<file path="src/rtl/bfg_pkg.sv">
// ----------------------------------------------------------------------------
// bfg_pkg
// Shared types, register indexes and defaults of the bilinear field gather.
// ----------------------------------------------------------------------------
package bfg_pkg;

    localparam int GRID_W_DEF    = 64;
    localparam int GRID_H_DEF    = 64;
    localparam int FRAC_BITS_DEF = 16;

    // Depth of the queue between front and back part
    localparam int QUEUE_DEPTH = 4;

    localparam int CFG_IDX_W = 3;
    localparam int CFG_DATA_W = 32;

    localparam logic [CFG_IDX_W-1:0] CFG_ORIGIN_X      = 3'd0;
    localparam logic [CFG_IDX_W-1:0] CFG_ORIGIN_Y      = 3'd1;
    localparam logic [CFG_IDX_W-1:0] CFG_INV_SPACING_X = 3'd2;
    localparam logic [CFG_IDX_W-1:0] CFG_INV_SPACING_Y = 3'd3;
    localparam logic [CFG_IDX_W-1:0] CFG_WRAP_WIDTH    = 3'd4;

    localparam logic [31:0] INV_SPACING_RST = 32'd65536;
    localparam logic [6:0]  WRAP_WIDTH_RST  = 7'd64;

    localparam logic OP_LOAD   = 1'b0;
    localparam logic OP_INTERP = 1'b1;

    typedef struct packed {
        logic signed [31:0] origin_x;
        logic signed [31:0] origin_y;
        logic [31:0]        inv_x;
        logic [31:0]        inv_y;
        logic [6:0]         wrap;
    } t_cfg;

    // One classified beat from the front part
    typedef struct packed {
        logic               interp;
        logic               load_ok;
        logic [5:0]         cell_x;
        logic [5:0]         cell_y;
        logic signed [31:0] cell_value;
        logic signed [32:0] d_x;
        logic signed [32:0] d_y;
    } t_item;

    typedef struct packed {
        logic signed [31:0] field_value;
        logic [5:0]         index_x;
        logic [5:0]         index_y;
        logic [16:0]        weight_00;
        logic [16:0]        weight_01;
        logic [16:0]        weight_10;
        logic [16:0]        weight_11;
        logic               out_of_range;
    } t_result;

endpackage

</file>
<file path="src/rtl/bfg_front.sv">
// ----------------------------------------------------------------------------
// bfg_front
// Accept a beat, take the position relative to the origin, classify loads.
// ----------------------------------------------------------------------------
module bfg_front #(
    parameter int GRID_W = bfg_pkg::GRID_W_DEF,
    parameter int GRID_H = bfg_pkg::GRID_H_DEF
) (
    input  logic               i_clk,
    input  logic               i_rst_n,
    input  logic               i_accept,
    input  logic               i_operation,
    input  logic signed [31:0] i_pos_x,
    input  logic signed [31:0] i_pos_y,
    input  logic [5:0]         i_cell_x,
    input  logic [5:0]         i_cell_y,
    input  logic signed [31:0] i_cell_value,
    input  bfg_pkg::t_cfg      i_cfg,
    output logic               o_push,
    output bfg_pkg::t_item     o_item
);

    logic           r_push;
    bfg_pkg::t_item r_item;
    bfg_pkg::t_item n_item;

    always_comb begin
        n_item            = '0;
        n_item.interp     = (i_operation == bfg_pkg::OP_INTERP);
        n_item.load_ok    = (32'(i_cell_x) < 32'(GRID_W)) && (32'(i_cell_y) < 32'(GRID_H));
        n_item.cell_x     = i_cell_x;
        n_item.cell_y     = i_cell_y;
        n_item.cell_value = i_cell_value;
        n_item.d_x        = 33'(i_pos_x) - 33'(i_cfg.origin_x);
        n_item.d_y        = 33'(i_pos_y) - 33'(i_cfg.origin_y);
    end

    always_ff @(posedge i_clk) begin
        if (!i_rst_n) begin
            r_push <= 1'b0;
        end else begin
            r_push <= i_accept;
        end
    end

    always_ff @(posedge i_clk) begin
        if (i_accept) begin
            r_item <= n_item;
        end
    end

    assign o_push = r_push;
    assign o_item = r_item;

endmodule

</file>
<file path="config.mk">
export PLATFORM = sky130hd
export DESIGN_NAME = bfg_front
export DESIGN_NICKNAME = d
export VERILOG_FILES = /design/src/rtl/bfg_pkg.sv /design/src/rtl/bfg_front.sv
export SDC_FILE = /design/constraint.sdc
export NUM_CORES = 1
export LEC_CHECK = 0
export BUFFER_PORTS_ARGS = -buffer_cell sky130_fd_sc_hd__buf_2
export CAP_MARGIN = 20
export CELL_PAD_IN_SITES_DETAIL_PLACEMENT = 0
export CELL_PAD_IN_SITES_GLOBAL_PLACEMENT = 1
export CORE_MARGIN = 5
export CORE_UTILIZATION = 30
export CTS_CLUSTER_SIZE = 20
export DETAILED_ROUTE_END_ITERATION = 10
export PLACE_DENSITY = 0.71
export SLEW_MARGIN = 0
export SYNTH_ARGS = -nofsm -noshare
export SYNTH_HDL_FRONTEND = slang
export SYNTH_SLANG_ARGS = --single-unit
</file>
<file path="constraint.sdc">
create_clock -name i_clk -period 3.8 [get_ports i_clk]
set_input_delay 0.19 -clock i_clk [delete_from_list [all_inputs] [get_ports i_clk]]
set_output_delay 0.19 -clock i_clk [all_outputs]
set_load 0.005 [all_outputs]
</file>
# Word level (Yosys, flattened, before mapping)
# Cells that the tools add are included.
word_totals:
  wordCells: 9
  output_inout_bits: 113
  inputBits: 247
  register_bits: 112
classes:
  addsub: 2
ops:
  columns: ["cell", "n"]
  rows:
  - ["32-bit by 32-bit subtractor with 33-bit output", 2]

# Longest topological paths before layout
depth:
  word_depth: 1
  mapped_depth: 10

# Least setup slack after synthesis
# OpenSTA, ideal clock, no wires.
synth_timing:
  path_type: "input -> register"
  startpoint: "in i_pos_x[0]"
  endpoint: "reg r_item (netlist bit o_item[63]), data pin"
  setup_time_ps: 270
  slack_ps: 1541
  arrival_time_ps: 1989
  path_stages: 10
  cell_sequence: "inv_1 -> ha_1 -> fa_1 -> nand2b_1 -> a21oi_2 -> o31ai_4 -> o21ai_2 -> a41oi_2 -> o41ai_2 -> xor2_1"
synth_lines:
  columns: ["element", "line_no", "text"]
  rows:
  - ["start: declaration", "bfg_front.sv:13", "input logic signed [31:0] i_pos_x,"]
  - ["end signal: assignment", "bfg_front.sv:48", "r_item <= n_item;"]
  - ["end: declaration", "bfg_front.sv:24", "bfg_pkg::t_item r_item;"]

==> reports/summary.txt <==
CTS Sinks: 112
clock root cell: clkbuf_16
Arr. time, crit path: 2.38 ns
1st-iter DRT viols: 284
Leakage Power: 4.54 nW
FMAX: 0.438 GHz
critical path type: input port to flop
synth top area cells: edfxtp_1 (46%), ha_1 (11%), a21oi_1 (4.8%)
period utilization: 60.1%
CP endpoint kind: flop
share of the synthesized area in the top cell type: 46.0%
port buffer count: 287
syn_nets: 1007
I/O pin count: 360
DP HPWL: 16800 um
FF/Latch Area: 0.00335 mm^2
drt via density: 4.64
maximum number of pins on one net before global-route repair: 54
postcts setup bufs: 0
Post-Place Worst Slack: 1.13 ns
Die Height: 165 um
# fillers: 2386
Post-Layout Cell Count: 1346
Worst Slack Setup Final: 1.52 ns
Avg Inst Size Synth: 10.4 um^2
clock buffer depth: 2
top cells by count, synth: edfxtp_1 (111), inv_1 (85), a21oi_1 (69), ha_1 (64), nand2_1 (50)
post-route cell area: 0.00979 mm^2
DP Cell Count: 1284
Max VDD drop: 0.196 mV
Sum Neg Setup Slack: 0 ns
register area share after synthesis: 46.2%
Power, Total: 3.66 mW
Multi-input gate area: 0.00348 mm^2
Slew HR: 52.3%
HP Class: input port to flop
Syn. warnings: 0
RSZ-0062 raised after global routing: no
final setup vio count: 0
Worst-Margin Slew: 0.715 ns
layout cells sized above 1: 32.2%
initial antenna violation count: 1
Final Wtd Congestion: 0.779
final net count: 1334
clock slew at reported path FFs: 0.08 ns
Fin. Hold Viols: 0
post-synth cell types: 66
Power Dens Cells: 375 mW/mm^2
outcome: finished clean
synth-to-layout area growth: 34.9%
die area: 0.0274 mm^2
total track usage: 14.7%
count leader, synth: edfxtp_1
post-detailed-route DRC marker count: 0
starting density of the core: 30.7%
Rows: 56
vias in the first global route: 6221
cts bufs inserted: 9
H-tree levels: 3
number of max-cap violations: 0
CP required: 3.90 ns
dominant synthesized flop cell: edfxtp_1
final wirelength: 20800 um
instance count of the mapped netlist: 694
first-pass GRT wire length: 31800 um
fraction of registers with async set/reset: 0%
drt pass-1 iters: 5
Mapped Area: 0.00725 mm^2
maximum fanout along the worst path: 5
crit path to: o_item[63]$_DFFE_PP_
CP Launch Type: input port
Synth Register Bits: 112
number of synthesized flops with an enable pin: 111
gr ovfl total: 0
vias: 6247
core footprint: 0.0236 mm^2
CP startpoint: i_pos_x[0]
CTS tree: yes
final count of pins violating max slew: 0
cell type with the largest total area after synthesis: edfxtp_1
chip width: 165 um
minimum clock period: 2.28 ns
ANT nets after route: 0
Placed Area: 0.00901 mm^2
Routed wire per std cell: 15.5 um
post-cts resize count: 0
## per-layer routing
layer / GRT usage, % / up-vias / routed length [um]
met1: 18.1 / 2871 / 8630
li1: - / 3158 / -
met3: 2.04 / 22 / 1220
met2: 26.2 / 196 / 10500
met4: 5.36 / 0 / 438
met5: 0 / - / 0
## report_power, final
part,internal [mW],total [mW],switching (mW)
clock,0.489,1.03,0.538
sequential,1.56,1.60,0.0385
combinational,0.473,1.04,0.563
total,2.52,3.66,1.14
## critical path, stage by stage
cell      delay, ns
buf_2          0.07
inv_1          0.03
ha_1           0.24
fa_1           0.41
nand2b_1       0.20
a21oi_2        0.21
o31ai_4        0.12
o21ai_2        0.22
a41oi_2        0.19
o41ai_2        0.37
xor2_1         0.11
## layout make-up
class	count	share of cell area (%)
Antenna cell	1	0.0256
Multi-Input combinational cell	479	35.6
Tap cell	319	4.08
Inverter	85	3.26
Sequential cell	112	34.3
Timing Repair Buffer	334	19.5
Clock inverter	7	1.01
Clock buffer	9	2.30
## logic make-up (layout without fill, tap and decap cells)
family                   Yosys count  in the layout  share of synthesized area [%]
AND/OR/NAND/NOR                  156            156                           10.1
other                              1              2                         0.0517
buffers and inverters            103            435                           5.73
adder cells (fa/ha/maj)           66             66                           11.6
AO/OA/AOI/OAI                    200            200                           19.5
flip-flops                       112            112                           46.2
XOR/XNOR                          56             56                           6.76
## sequential cells by signal, indices dropped and copies added, names as in the netlist
name    flops
o_item    111
o_push      1
## placed cells by master, fill, tap and decap left out, types with 5 or more instances in the layout
master,n
buf_2,286
nor2_1,35
nand3_1,17
a21o_1,27
nand4_1,10
nand2b_1,10
xnor2_1,33
o21a_1,11
clkbuf_16,9
o21bai_1,9
nor3_1,15
xor2_1,23
dlygate4sd3_1,45
nor2b_1,5
o211ai_1,6
a21oi_1,69
inv_1,85
ha_1,64
o21ai_0,24
nand2_1,50
edfxtp_1,111
## per-stage QoR
stage	hold slack [ns]	utilization [%]
5_1_grt	0.0256	41.4
3_3_place_gp	0.366	38.2
4_1_cts	0.0201	41.4
6_report	0.0398	41.4
2_1_floorplan	0.289	-
3_5_place_dp	0.368	38.2
## worst min path at each step
| stage | slack (ns) | end | start | depth (start not counted) |
|---|---|---|---|---|
| 6_report | 0.04 | o_push$_SDFF_PN0_ | i_rst_n | 2 |
| 5_1_grt | 0.03 | o_push$_SDFF_PN0_ | i_rst_n | 2 |
| 4_1_cts | 0.02 | o_push$_SDFF_PN0_ | i_rst_n | 2 |
| 3_5_place_dp | 0.37 | o_item[109]$_DFFE_PP_ | i_cell_x[5] | 1 |
| 3_3_place_gp | 0.37 | o_item[88]$_DFFE_PP_ | i_cell_value[22] | 1 |
| 2_1_floorplan | 0.29 | o_item[100]$_DFFE_PP_ | i_cell_y[2] | 0 |
## timing repair
action | in CTS | in global routing
hold buffers | 45 | 0
endpoints found under the hold margin | 45 | 0
endpoints found under the setup margin | 0 | 0
Power figures use the tool's default switching activity.
