**config.mk**
```make
export PLATFORM = sky130hd
export DESIGN_NAME = bfg_queue
export DESIGN_NICKNAME = d
export VERILOG_FILES = /design/src/rtl/bfg_pkg.sv /design/src/rtl/bfg_queue.sv
export SDC_FILE = /design/constraint.sdc
export NUM_CORES = 1
export LEC_CHECK = 0
export BUFFER_PORTS_ARGS = -buffer_cell sky130_fd_sc_hd__buf_2
export CORE_UTILIZATION = 55
export CTS_BUF_LIST = sky130_fd_sc_hd__clkbuf_16
export CTS_CLUSTER_SIZE = 16
export DETAILED_ROUTE_END_ITERATION = 12
export PLACE_DENSITY = 0.8
export RECOVER_POWER = 25
export SYNTH_ARGS = -nofsm -noshare
export SYNTH_HDL_FRONTEND = slang
export SYNTH_SLANG_ARGS = --single-unit
```
**constraint.sdc**
```tcl
create_clock -name i_clk -period 6.8 [get_ports i_clk]
set_input_delay 1.36 -clock i_clk [delete_from_list [all_inputs] [get_ports i_clk]]
set_output_delay 1.36 -clock i_clk [all_outputs]
set_load 0.05 [all_outputs]
```
**src/rtl/bfg_pkg.sv**
```systemverilog
// ----------------------------------------------------------------------------
// bfg_pkg
// Shared types, register indexes and defaults of the bilinear field gather.
// ----------------------------------------------------------------------------
package bfg_pkg;

    localparam int GRID_W_DEF    = 64;
    localparam int GRID_H_DEF    = 64;
    localparam int FRAC_BITS_DEF = 16;

    // Depth of the queue between front and back part
    localparam int QUEUE_DEPTH = 4;

    localparam int CFG_IDX_W = 3;
    localparam int CFG_DATA_W = 32;

    localparam logic [CFG_IDX_W-1:0] CFG_ORIGIN_X      = 3'd0;
    localparam logic [CFG_IDX_W-1:0] CFG_ORIGIN_Y      = 3'd1;
    localparam logic [CFG_IDX_W-1:0] CFG_INV_SPACING_X = 3'd2;
    localparam logic [CFG_IDX_W-1:0] CFG_INV_SPACING_Y = 3'd3;
    localparam logic [CFG_IDX_W-1:0] CFG_WRAP_WIDTH    = 3'd4;

    localparam logic [31:0] INV_SPACING_RST = 32'd65536;
    localparam logic [6:0]  WRAP_WIDTH_RST  = 7'd64;

    localparam logic OP_LOAD   = 1'b0;
    localparam logic OP_INTERP = 1'b1;

    typedef struct packed {
        logic signed [31:0] origin_x;
        logic signed [31:0] origin_y;
        logic [31:0]        inv_x;
        logic [31:0]        inv_y;
        logic [6:0]         wrap;
    } t_cfg;

    // One classified beat from the front part
    typedef struct packed {
        logic               interp;
        logic               load_ok;
        logic [5:0]         cell_x;
        logic [5:0]         cell_y;
        logic signed [31:0] cell_value;
        logic signed [32:0] d_x;
        logic signed [32:0] d_y;
    } t_item;

    typedef struct packed {
        logic signed [31:0] field_value;
        logic [5:0]         index_x;
        logic [5:0]         index_y;
        logic [16:0]        weight_00;
        logic [16:0]        weight_01;
        logic [16:0]        weight_10;
        logic [16:0]        weight_11;
        logic               out_of_range;
    } t_result;

endpackage

```
**src/rtl/bfg_queue.sv**
```systemverilog
// ----------------------------------------------------------------------------
// bfg_queue
// Short FIFO between front and back part; the back part drains a beat per cycle.
// ----------------------------------------------------------------------------
module bfg_queue (
    input  logic           i_clk,
    input  logic           i_rst_n,
    input  logic           i_push,
    input  bfg_pkg::t_item i_item,
    output logic           o_valid,
    output bfg_pkg::t_item o_item,
    output logic           o_almost_full
);

    localparam int DEPTH = bfg_pkg::QUEUE_DEPTH;
    localparam int PW    = (DEPTH > 1) ? $clog2(DEPTH) : 1;
    localparam int CW    = $clog2(DEPTH + 1);

    bfg_pkg::t_item r_mem [DEPTH];
    logic [PW-1:0]  r_wr_ptr;
    logic [PW-1:0]  r_rd_ptr;
    logic [CW-1:0]  r_count;
    logic           pop;

    assign pop = (r_count != '0);

    always_ff @(posedge i_clk) begin
        if (!i_rst_n) begin
            r_wr_ptr <= '0;
            r_rd_ptr <= '0;
            r_count  <= '0;
        end else begin
            if (i_push) begin
                r_wr_ptr <= (r_wr_ptr == PW'(DEPTH - 1)) ? '0 : r_wr_ptr + 1'b1;
            end
            if (pop) begin
                r_rd_ptr <= (r_rd_ptr == PW'(DEPTH - 1)) ? '0 : r_rd_ptr + 1'b1;
            end
            if (i_push && !pop) begin
                r_count <= r_count + 1'b1;
            end else if (!i_push && pop) begin
                r_count <= r_count - 1'b1;
            end
        end
    end

    always_ff @(posedge i_clk) begin
        if (i_push) begin
            r_mem[r_wr_ptr] <= i_item;
        end
    end

    assign o_valid       = pop;
    assign o_item        = r_mem[r_rd_ptr];
    assign o_almost_full = (r_count >= CW'(DEPTH - 1));

endmodule

```
* Word level (Yosys, flattened, before mapping)
Memories as Yosys holds them, arrays and structs flattened. A register that Yosys moved wholly into a read port is not among the register bits.
Index checks and enable logic that the tools add are counted.
** Storage, ports and cells
- Register bits after elaboration :: 7
- RAM bits :: 448
- Bits of input ports :: 115
- Logic and storage cells :: 25
- Memories :: 1
** Cells by class
- $add $sub $neg :: 4
- $lt $le $gt $ge :: 1
- Equal/unequal tests :: 2
- Muxes and demuxes :: 8
- Reductions and logical operators :: 6
** Memory list
- r_mem :: depth 4, bits a word 112, rd ports 1, clocked after memory_dff 1, write ports 1, line bfg_queue.sv:19 : bfg_pkg::t_item r_mem [DEPTH];
** Operators by type and width (count)
- 2-bit 2-to-1 mux :: 4
- 3-bit 2-to-1 mux :: 2
- 2-bit by 1-bit adder with 2-bit output, second input constant :: 2
- 2-bit equality test, second input constant :: 2
- 3-bit by 1-bit adder with 3-bit output, second input constant :: 1
- 3-bit by 2-bit greater-or-equal comparator with 1-bit output, second input constant :: 1
- 3-bit nonzero test :: 1
- 3-bit by 1-bit subtractor with 3-bit output, second input constant :: 1
- 1-bit logical AND :: 2
- 1-bit zero test :: 2
- 1-bit 2-to-1 mux :: 2
- 2-bit nonzero test :: 1

* Longest topological paths before layout
Gate-level depths: netlist of the first run.
- Depth after elaboration :: 4
- Gate-level depth with buffers :: 5
- Gate-level depth less buffers :: 5

* Worst setup path after synthesis of the first run
OpenSTA, ideal clock, no wires.
- Path type :: input -> register
- From :: in i_push
- To :: mem r_mem[0][0] (netlist bit) (enable)
- Setup time :: 0.484 ns
- Data arrival time :: 3.936 ns
- Path slack :: 2.380 ns
- Stages :: 1
- Buffers on the path :: 0
- Cell sequence :: and2_1
** On the way
- Longest elaborated chain between the ends :: 2
** RTL lines
- start, declared :: line bfg_queue.sv:8 : input logic i_push,
- 1-bit 2-to-1 mux :: line bfg_queue.sv:48 : if (i_push) begin
- 1-bit 2-to-1 mux (implied by the code) :: line bfg_queue.sv:49 : r_mem[r_wr_ptr] <= i_item;
- end, declared :: line bfg_queue.sv:19
No other way between the ends.

==> results.tsv, run 1 <==
stage	metric	value	unit
finish	drive_gt1_share	37.6	%
pwr	totalPowerFinal	8.15	mW
worst_setup_path	crit_path_end_kind	primary output	
global_routing	grt_pass1_wl	44700	um
min_path	min_path_type	flop to flop	
timing	setup_viol	0	
detailed_routing	route.vias.total	7449	
timing	fin_setup_tns	0	ns
worst_setup_path	crit_fanout	38	
clock_network	worst_skew_pair.late_latency	0.54	ns
logic_synthesis	yosys-top-cells-count	edfxtp_1, mux4_2, buf_12, buf_2, dfxtp_1	
floorplanning	pin_count	229	
timing	worst_slack	2.60	ns
placement	place_worst_setup_slack	3.04	ns
logic_synthesis	synth_edf_count	448	
finish	final_cell_area	19500	sq um
timing	clock_skew	0.0142	ns
logic_synthesis	yosysUniqueCellTypes	23	
placement	io_buffers	228	
timing	worst_slew_pin_slew	0.946	ns
global_routing	grt_usage	19.6	%
pwr	ir_drop	0.000281	V
floorplanning	start_util	56.1	%
detailed_routing	wl_per_cell	22.7	um
finish	utilization	65.4	%
worst_setup_path	crit_arrival	2.84	ns
detailed_routing	drc	0	
logic_synthesis	yosys.area.top_type	edfxtp_1	
placement	placedCellCount	1233	
worst_setup_path	critical_path_required	5.44	ns
placement	post-dp-hpwl	17600	um
logic_synthesis	synth.most_common_cell	edfxtp_1	
pwr	p_leak	6.45	nW
logic_synthesis	synth.avg_cell_area	26.5	sq um
logic_synthesis	synth_top_area_share	80.5	%
finish	final_cells	1314	
clock_network	cts_tree	done	
clock_network	post_cts_buffers	0	
logic_synthesis	synth.area.top_cells	edfxtp_1, mux4_2, buf_12, dfxtp_1, ha_1	
timing	whs	0.514	ns
logic_synthesis	synth-main-ff-cell	edfxtp_1	
detailed_routing	drtAntennaViolNets	0	
timing	slew_headroom	36.9	%
timing	rsz0062_at_grt	no	
logic_synthesis	synth-seq-area-share	81.6	%
detailed_routing	drt-pass1-iter-count	5	
floorplanning	dieHeight	176	um
logic_synthesis	yosysWarnings	0	
global_routing	antenna_found_initial	3	
logic_synthesis	syn_inst	631	
clock_network	path_clk_slew	0.05	ns
clock_network	cts_resized	0	
timing	hold_violations	0	
placement	placed_cell_area	18200	sq um
detailed_routing	drt-initial-drc-count	509	
clock_network	numCtsBuffers	45	
clock_network	postCtsHoldBufs	0	
detailed_routing	viasPerCell	5.67	
finish	area_growth	16.6	%
logic_synthesis	synth-seq-cells	457	
logic_synthesis	syn-cell-area	16700	sq um
clock_network	clockRootBuffer	clkbuf_16	
detailed_routing	wl	29800	um
timing	timing.final.crit_share	61.8	%
flow_run	cap_violations	0	
floorplanning	die_w	176	um
placement	gp_congestion	0.737	
clock_network	h-tree-depth	2	
timing	fin_crit	4.20	ns
clock_network	clockBufferDepth	3	
timing	max_freq	238	MHz
finish	fin_nets	1011	
logic_synthesis	syn_nets	752	
global_routing	overflow	0	
clock_network	numClockSinks	457	
logic_synthesis	async_reset_ff_share	0	%
pwr	power.density	419	nW/um^2
timing	drv_slew	0	
floorplanning	core_area	29800	sq um
floorplanning	rows	63	
run_status	status	complete, no violations	
worst_setup_path	start_kind	flop	
global_routing	grt_pass1_vias	7950	
global_routing	grt_max_degree	62	
worst_setup_path	path_class	flop to primary output	
floorplanning	die-area	31100	sq um
## cell families after synthesis
kind of cell	after synthesis	share of synthesized area, %
AOI/OAI and AO/OA	6	0.240
xor gates and xnor gates	2	0.105
adders and majority gates	6	0.449
buffers and inverters	28	1.69
DFF	457	81.6
muxes	116	15.3
and+or+nand+nor	16	0.577
## state kept, by name (all words and copies together) (netlist names), named ones only
register / count
r_wr_ptr: 2
r_rd_ptr: 2
r_count: 3
r_mem: 448
## per-layer routing
| layer | vias up | part of all wire (%) | global-route usage (%) | wire length [um] |
|---|---|---|---|---|
| met5 | - | 0.027 | 0 | 8 |
| met4 | 2 | 2.1 | 6.27 | 639 |
| met3 | 50 | 7.1 | 4.35 | 2120 |
| met2 | 252 | 51 | 33.3 | 15200 |
| met1 | 3900 | 40 | 25.2 | 11800 |
| li1 | 3245 | - | - | - |
## where the power goes
group | switching, mW | total, mW | leakage [nW] | internal (mW)
sequential | 0.153 | 3.40 | 4.19 | 3.24
clock | 0.957 | 2.31 | 0.737 | 1.35
combinational | 1.70 | 2.44 | 1.53 | 0.750
## path summary, 6_finish.rpt
check / cells past startpoint / to / start / slack, ns
max: 3 / o_item[79] / flop / 2.60
min: 2 / r_count[2] / r_count[2] / 0.51
max reg2reg: 3 / r_mem[3][57] / r_wr_ptr[0] / 4.27
min reg2reg: 2 / r_count[2] / r_count[2] / 0.51
## critical path: stages (launching register included)
cell and delay (ns):
dfxtp_4 0.88, buf_4 0.59, mux4_2 0.58, buf_2 0.23
## placed cells by master, fill, tap and decap left out
master	n
a21o_1	2
xor2_1	1
nand2_1	2
nand2b_1	1
buf_12	1
clkinv_1	8
and2_1	1
nor3_2	1
dfxtp_4	2
dfxtp_1	7
clkinvlp_4	1
xnor2_1	1
clkbuf_1	67
clkinv_2	6
clkbuf_16	47
mux4_2	112
mux2i_1	4
nor2b_1	3
a21boi_0	2
inv_1	17
buf_4	8
inv_6	1
o21ai_0	2
or3_1	3
ha_1	6
edfxtp_1	448
bufinv_16	3
and2_4	4
nor2_1	1
diode_2	1
buf_2	161
## area by class of cell
class	instances	area [sq um]
clock inverter	33	219
antenna	1	2.50
fill	1930	10300
sequential	457	13600
multi-input combinational	146	2800
timing repair buffer	237	1140
inverter	3	11.3
clock buffer	47	1180
tap	390	488
Note: power is estimated with default switching activity, not from simulation.
==> inputs of run 2 (changes only) <==
--- a/config.mk
+++ b/config.mk
@@ -5,6 +5,7 @@
 export SDC_FILE = /design/constraint.sdc
 export NUM_CORES = 1
 export LEC_CHECK = 0
+export ABC_AREA = 1
 export BUFFER_PORTS_ARGS = -buffer_cell sky130_fd_sc_hd__buf_2
 export CORE_UTILIZATION = 55
 export CTS_BUF_LIST = sky130_fd_sc_hd__clkbuf_16
==> constraint.sdc (replaced) <==
create_clock -name i_clk -period 4.06 [get_ports i_clk]
set_input_delay 0.812 -clock i_clk [delete_from_list [all_inputs] [get_ports i_clk]]
set_output_delay 0.812 -clock i_clk [all_outputs]
set_load 0.05 [all_outputs]
==> run 2 against run 1 <==
Sequential power is 63% higher. Count of clock-buffer cells in the layout decreased by 2. Global-route usage rose by 2.5 points. Critical path depth rose by 2. Combinational power grew 120%. Synthesized area grew 2.1%. Cell count is 37% higher. Flip-flop and latch count is the same.
==> results.tsv, run 2 <==
stage	metric	value	unit
run_status	status	complete, no violations	
timing	worst_slew_pin_slew	0.825	ns
detailed_routing	wl_per_cell	19.9	um
floorplanning	pin_count	229	
floorplanning	rows	64	
clock_network	worst_skew_pair.late_latency	0.54	ns
logic_synthesis	syn_nets	1265	
logic_synthesis	async_reset_ff_share	0	%
timing	rsz0062_at_grt	no	
global_routing	grt_usage	22.1	%
global_routing	use_met2	35.8	%
clock_network	cts_tree	done	
pwr	power_switching	6.00	mW
pwr	p_seq_share	36.9	%
logic_synthesis	synth.avg_cell_area	14.9	sq um
clock_network	cts_resized	0	
clock_network	numCtsBuffers	44	
logic_synthesis	synth_top_family_by_area	compound AO/OA/AOI/OAI gates	
pwr	power.density	755	nW/um^2
timing	setup_viol	0	
global_routing	antenna_found_initial	2	
clock_network	clockBufferDepth	3	
pwr	totalPowerFinal	15.0	mW
finish	utilization	65.1	%
logic_synthesis	synth-seq-area-share	79.9	%
placement	io_buffers	228	
worst_setup_path	critical_path_required	3.25	ns
placement	post-dp-hpwl	19800	um
global_routing	use_met3	5.16	%
detailed_routing	drc	0	
clock_network	postCtsHoldBufs	0	
timing	fin_setup_tns	0	ns
detailed_routing	drt-initial-drc-count	845	
clock_network	numClockSinks	457	
logic_synthesis	yosysUniqueCellTypes	22	
min_path	min_path_type	primary input to flop	
logic_synthesis	synth.most_common_cell	edfxtp_1	
logic_synthesis	synth-main-ff-cell	edfxtp_1	
logic_synthesis	yosys-top-cells-count	edfxtp_1, nor2_1, o21ai_0, o22ai_1, o21ai_1	
global_routing	grt-busiest-layer	met2	
finish	largest_reg_flops	448	
clock_network	post_cts_buffers	0	
detailed_routing	wl	35800	um
floorplanning	dieHeight	178	um
finish	drive_gt1_share	17.8	%
finish	final_cell_mix	edfxtp_1, nor2_1, o21ai_0	
global_routing	grt_max_degree	137	
finish	final_common_cell	edfxtp_1	
pwr	intPower	8.99	mW
worst_setup_path	path_class	flop to primary output	
logic_synthesis	synthMuxAreaShare	0	%
floorplanning	core_area	30500	sq um
timing	timing.final.crit_share	85.0	%
placement	gp_congestion	0.760	
worst_setup_path	crit_fanout	132	
worst_setup_path	crit_arrival	2.64	ns
pwr	clkPwrFrac	27.7	%
clock_network	h-tree-depth	2	
logic_synthesis	synth_edf_count	448	
timing	hold_violations	0	
logic_synthesis	syn_inst	1144	
detailed_routing	drtAntennaViolNets	0	
logic_synthesis	syn-cell-area	17100	sq um
floorplanning	die-area	31700	sq um
logic_synthesis	synth_xor_xnor_area_share	0	%
pwr	p_leak	6.82	nW
pwr	switching_share	40.0	%
timing	slew_headroom	45.0	%
logic_synthesis	yosysWarnings	0	
finish	reg_top3	r_mem x448, r_count x3	
global_routing	use_met1	29.5	%
clock_network	clockRootBuffer	clkbuf_16	
timing	drv_slew	0	
global_routing	overflow	0	
logic_synthesis	synth-simple-area-share	5.42	%
logic_synthesis	synth-seq-cells	457	
finish	area_growth	16.4	%
flow_run	cap_violations	0	
timing	clock_skew	0.0179	ns
logic_synthesis	synth_compound_area_share	11.1	%
floorplanning	die_w	178	um
detailed_routing	viasPerCell	5.71	
clock_network	path_clk_slew	0.06	ns
logic_synthesis	synth.area.top_cells	edfxtp_1, o21ai_0, nor2_1, o22ai_1, o21ai_1	
detailed_routing	drt-pass1-iter-count	5	
global_routing	grt_pass1_vias	9766	
finish	regMostFlops	r_mem	
worst_setup_path	start_kind	flop	
finish	fin_nets	1488	
timing	fin_crit	3.45	ns
pwr	comb_power_share	35.4	%
detailed_routing	route.vias.total	10300	
logic_synthesis	synth-adder-area-share	0.440	%
floorplanning	start_util	55.9	%
logic_synthesis	synth_top_area_share	78.9	%
pwr	ir_drop	0.000526	V
logic_synthesis	yosys.area.top_type	edfxtp_1	
timing	max_freq	290	MHz
global_routing	grt_pass1_wl	53100	um
worst_setup_path	crit_path_end_kind	primary output	
-- run 2: kinds of logic after synthesis --
group	count (synthesis)
adders and majority gates	6
buffers and inverters	89
and+or+nand+nor	245
DFF	457
AOI/OAI and AO/OA	347
-- run 2: layout make-up --
class                           instances  area (sq um)
Antenna cell                            4          10.0
Clock buffer                           45          1130
Clock inverter                         36           355
Sequential cell                       457         13600
Tap cell                              396           495
Multi-Input combinational cell        598          2890
Fill cell                            2179         10700
Timing Repair Buffer                  250          1260
Inverter                               16          78.8
-- run 2: worst max-delay path, stage by stage, from the launching register on --
cell	delay, ns
dfxtp_4	0.47
inv_8	0.57
buf_4	0.38
o21ai_1	0.09
o22ai_1	0.22
buf_2	0.31
-- run 2: path summary, 6_finish.rpt --
check	from	to	slack, ns	depth (start not counted)
max reg2reg	r_wr_ptr[0]	r_mem[0][74]	2.00	5
max	flop	o_item[84]	0.61	5
min	i_item[93]	r_mem[3][93]	0.49	1
min reg2reg	r_count[0]	r_count[0]	0.53	1
-- run 2: power groups by stage --
stage | Combinational [mW] | Clock [mW] | Sequential [mW]
after floorplan | 4.19 | 0 | 5.59
after global placement | 5.21 | 0 | 5.62
final | 5.31 | 4.15 | 5.53
after global routing | 5.64 | 4.39 | 5.55
after detailed placement | 5.32 | 0 | 5.63
after CTS | 5.34 | 4.21 | 5.53
-- run 2: stage by stage --
step / instance area (sq um) / std cells / setup slack [ns] / hold WS [ns]
4_1_cts: 19900 / 1798 / 0.590 / 0.462
6_report: 19900 / 1802 / 0.609 / 0.491
2_1_floorplan: 17100 / 1144 / 0.587 / 0.464
3_3_place_gp: 18500 / 1717 / 1.21 / 0.478
5_1_grt: 19900 / 1799 / 0.457 / 0.483
3_5_place_dp: 18500 / 1717 / 1.18 / 0.523
-- run 2: per-layer routing --
layer	wire length [um]	vias up
met5	0	-
met3	2960	62
met2	17200	393
met4	909	0
li1	-	4781
met1	14700	5057
==> inputs of run 3 (changes only) <==
--- a/config.mk
+++ b/config.mk
@@ -7,11 +7,12 @@
 export LEC_CHECK = 0
 export ABC_AREA = 1
 export BUFFER_PORTS_ARGS = -buffer_cell sky130_fd_sc_hd__buf_2
-export CORE_UTILIZATION = 55
+export CORE_UTILIZATION = 57
 export CTS_BUF_LIST = sky130_fd_sc_hd__clkbuf_16
 export CTS_CLUSTER_SIZE = 16
 export DETAILED_ROUTE_END_ITERATION = 12
-export PLACE_DENSITY = 0.8
+export GPL_TIMING_DRIVEN = 0
+export PLACE_DENSITY = 0.84
 export RECOVER_POWER = 25
 export SYNTH_ARGS = -nofsm -noshare
 export SYNTH_HDL_FRONTEND = slang
==> run 3 against run 2 <==
Sequential power fell by 0.7%. First-iteration DRC count rose by 24%. Register-to-register slack improved by 0.11 ns. Clock power fell by 9.6%. Cell count rose by 2.2%. Utilization rose by 3.8 points. Clock skew fell by 0.011 ns.
==> results.tsv, run 3 (synthesis gave the netlist of run 2 again) <==
stage	metric	value	unit
clock_network	postCtsHoldBufs	0	
floorplanning	core_area	29100	sq um
worst_setup_path	path_buf_inv	4	
worst_setup_path	path_class	flop to primary output	
finish	drive_gt1_share	17.6	%
worst_setup_path	cp.depth	6	
detailed_routing	wl_met2	19200	um
clock_network	numCtsBuffers	44	
detailed_routing	drtAntennaViolNets	0	
finish	area_growth	17.6	%
detailed_routing	top_layer	met5	
timing	hold_violations	0	
placement	placedCellCount	1760	
detailed_routing	wl_per_cell	21.2	um
placement	placed_cell_area	18800	sq um
global_routing	grt_max_degree	88	
timing	worst_slew_pin_slew	0.634	ns
clock_network	worst_skew_pair.late_latency	0.52	ns
clock_network	path_clk_slew	0.06	ns
detailed_routing	drt-initial-drc-count	1047	
floorplanning	rows	62	
detailed_routing	route.met3.wl	3590	um
floorplanning	die-area	30600	sq um
detailed_routing	drc	0	
pwr	totalPowerFinal	15.1	mW
min_path	min_path_type	primary input to flop	
global_routing	grt_pass1_vias	10600	
clock_network	h-tree-depth	2	
floorplanning	die_w	175	um
min_path	whs_path_depth	1	
finish	final_common_cell	edfxtp_1	
detailed_routing	viasPerCell	5.83	
detailed_routing	drt-pass1-iter-count	5	
worst_setup_path	crit_fanout	10	
worst_setup_path	slowest_stage	clkbuf_1	
global_routing	grt_pass1_wl	58700	um
worst_setup_path	crit_arrival	2.43	ns
floorplanning	pin_count	229	
timing	setup_viol	0	
clock_network	cts_resized	0	
worst_setup_path	cp_top_family	buffers and inverters	
timing	fin_crit	3.24	ns
clock_network	cts_tree	done	
pwr	p_leak	6.91	nW
detailed_routing	wl_met1	15400	um
finish	reg_top3	r_mem x448, r_count x3	
timing	max_freq	309	MHz
finish	largest_reg_flops	448	
placement	gp_congestion	0.767	
floorplanning	start_util	58.6	%
worst_setup_path	slowest_delay	0.49	ns
finish	regMostFlops	r_mem	
placement	io_buffers	228	
global_routing	antenna_found_initial	3	
run_status	status	complete, no violations	
worst_setup_path	r2r_cells	5	
timing	slew_headroom	57.7	%
timing	timing.final.crit_share	79.8	%
worst_setup_path	crit_path_end_kind	primary output	
detailed_routing	route.vias.total	10700	
pwr	power.density	751	nW/um^2
global_routing	grt_usage	25.3	%
timing	drv_slew	0	
finish	final_cells	1841	
global_routing	overflow	0	
placement	post-dp-hpwl	23200	um
clock_network	numClockSinks	457	
worst_setup_path	start_kind	flop	
finish	fin_nets	1543	
timing	clock_skew	0.00696	ns
worst_setup_path	crit_chain	buf_6 > buf_8 > clkbuf_1 > nor2_1 > o22ai_1 > buf_2	
finish	final_cell_area	20000	sq um
floorplanning	dieHeight	175	um
pwr	ir_drop	0.000630	V
flow_run	cap_violations	0	
detailed_routing	wl	39100	um
finish	final_cell_mix	edfxtp_1, nor2_1, o21ai_0	
clock_network	clockRootBuffer	clkbuf_16	
clock_network	clockBufferDepth	3	
worst_setup_path	critical_path_required	3.25	ns
timing	rsz0062_at_grt	no	
clock_network	post_cts_buffers	0	
-- run 3: changes by cell type in the layout (fill, tap and decap cells not counted), sizes merged --
cell and delta:
clkinvlp +1, inv +3, bufinv -5, buf +16, clkinv -1, diode -2
clkbuf +39
-- run 3: path summary, 6_finish.rpt --
kind	start	end	slack [ns]
setup / recovery	flop	o_item[10]	0.82
hold / removal	i_item[41]	r_mem[2][41]	0.50
setup reg to reg	r_wr_ptr[0]	r_mem[2][62]	2.11
hold reg to reg	r_count[0]	r_count[0]	0.52
-- run 3: per-layer routing --
metal  global-route usage, %  vias up
met4                    7.39        2
met1                    34.4     5236
met2                    41.7      521
li1                        -     4898
met3                    5.44       68
met5                       0        -
-- run 3: power breakdown --
part | leakage, nW | switching [mW] | total [mW] | internal (mW)
clock | 0.679 | 1.62 | 3.75 | 2.13
sequential | 4.19 | 0.0653 | 5.49 | 5.42
combinational | 2.05 | 4.52 | 5.82 | 1.30
-- run 3: stage by stage --
step	util [%]	TNS [ns]	setup WS (ns)	hold slack (ns)
global placement	64.2	-523.96	-1.24	0.476
floorplan	-	0	0.587	0.464
finish	68.9	0	0.820	0.501
global route	68.9	0	0.699	0.502
detailed placement	64.6	0	1.37	0.501
CTS	69.2	0	0.806	0.477
-- run 3: area by class of cell --
type / count / area, sq um
flip-flops and latches: 457 / 13600
fillers: 1945 / 9040
multi-input cells: 598 / 2890
repair buffers: 232 / 1160
clock buffers: 45 / 1130
well taps: 384 / 480
plain buffers: 73 / 468
clock inverters: 34 / 199
inverters: 16 / 87.6
diodes: 2 / 5.00
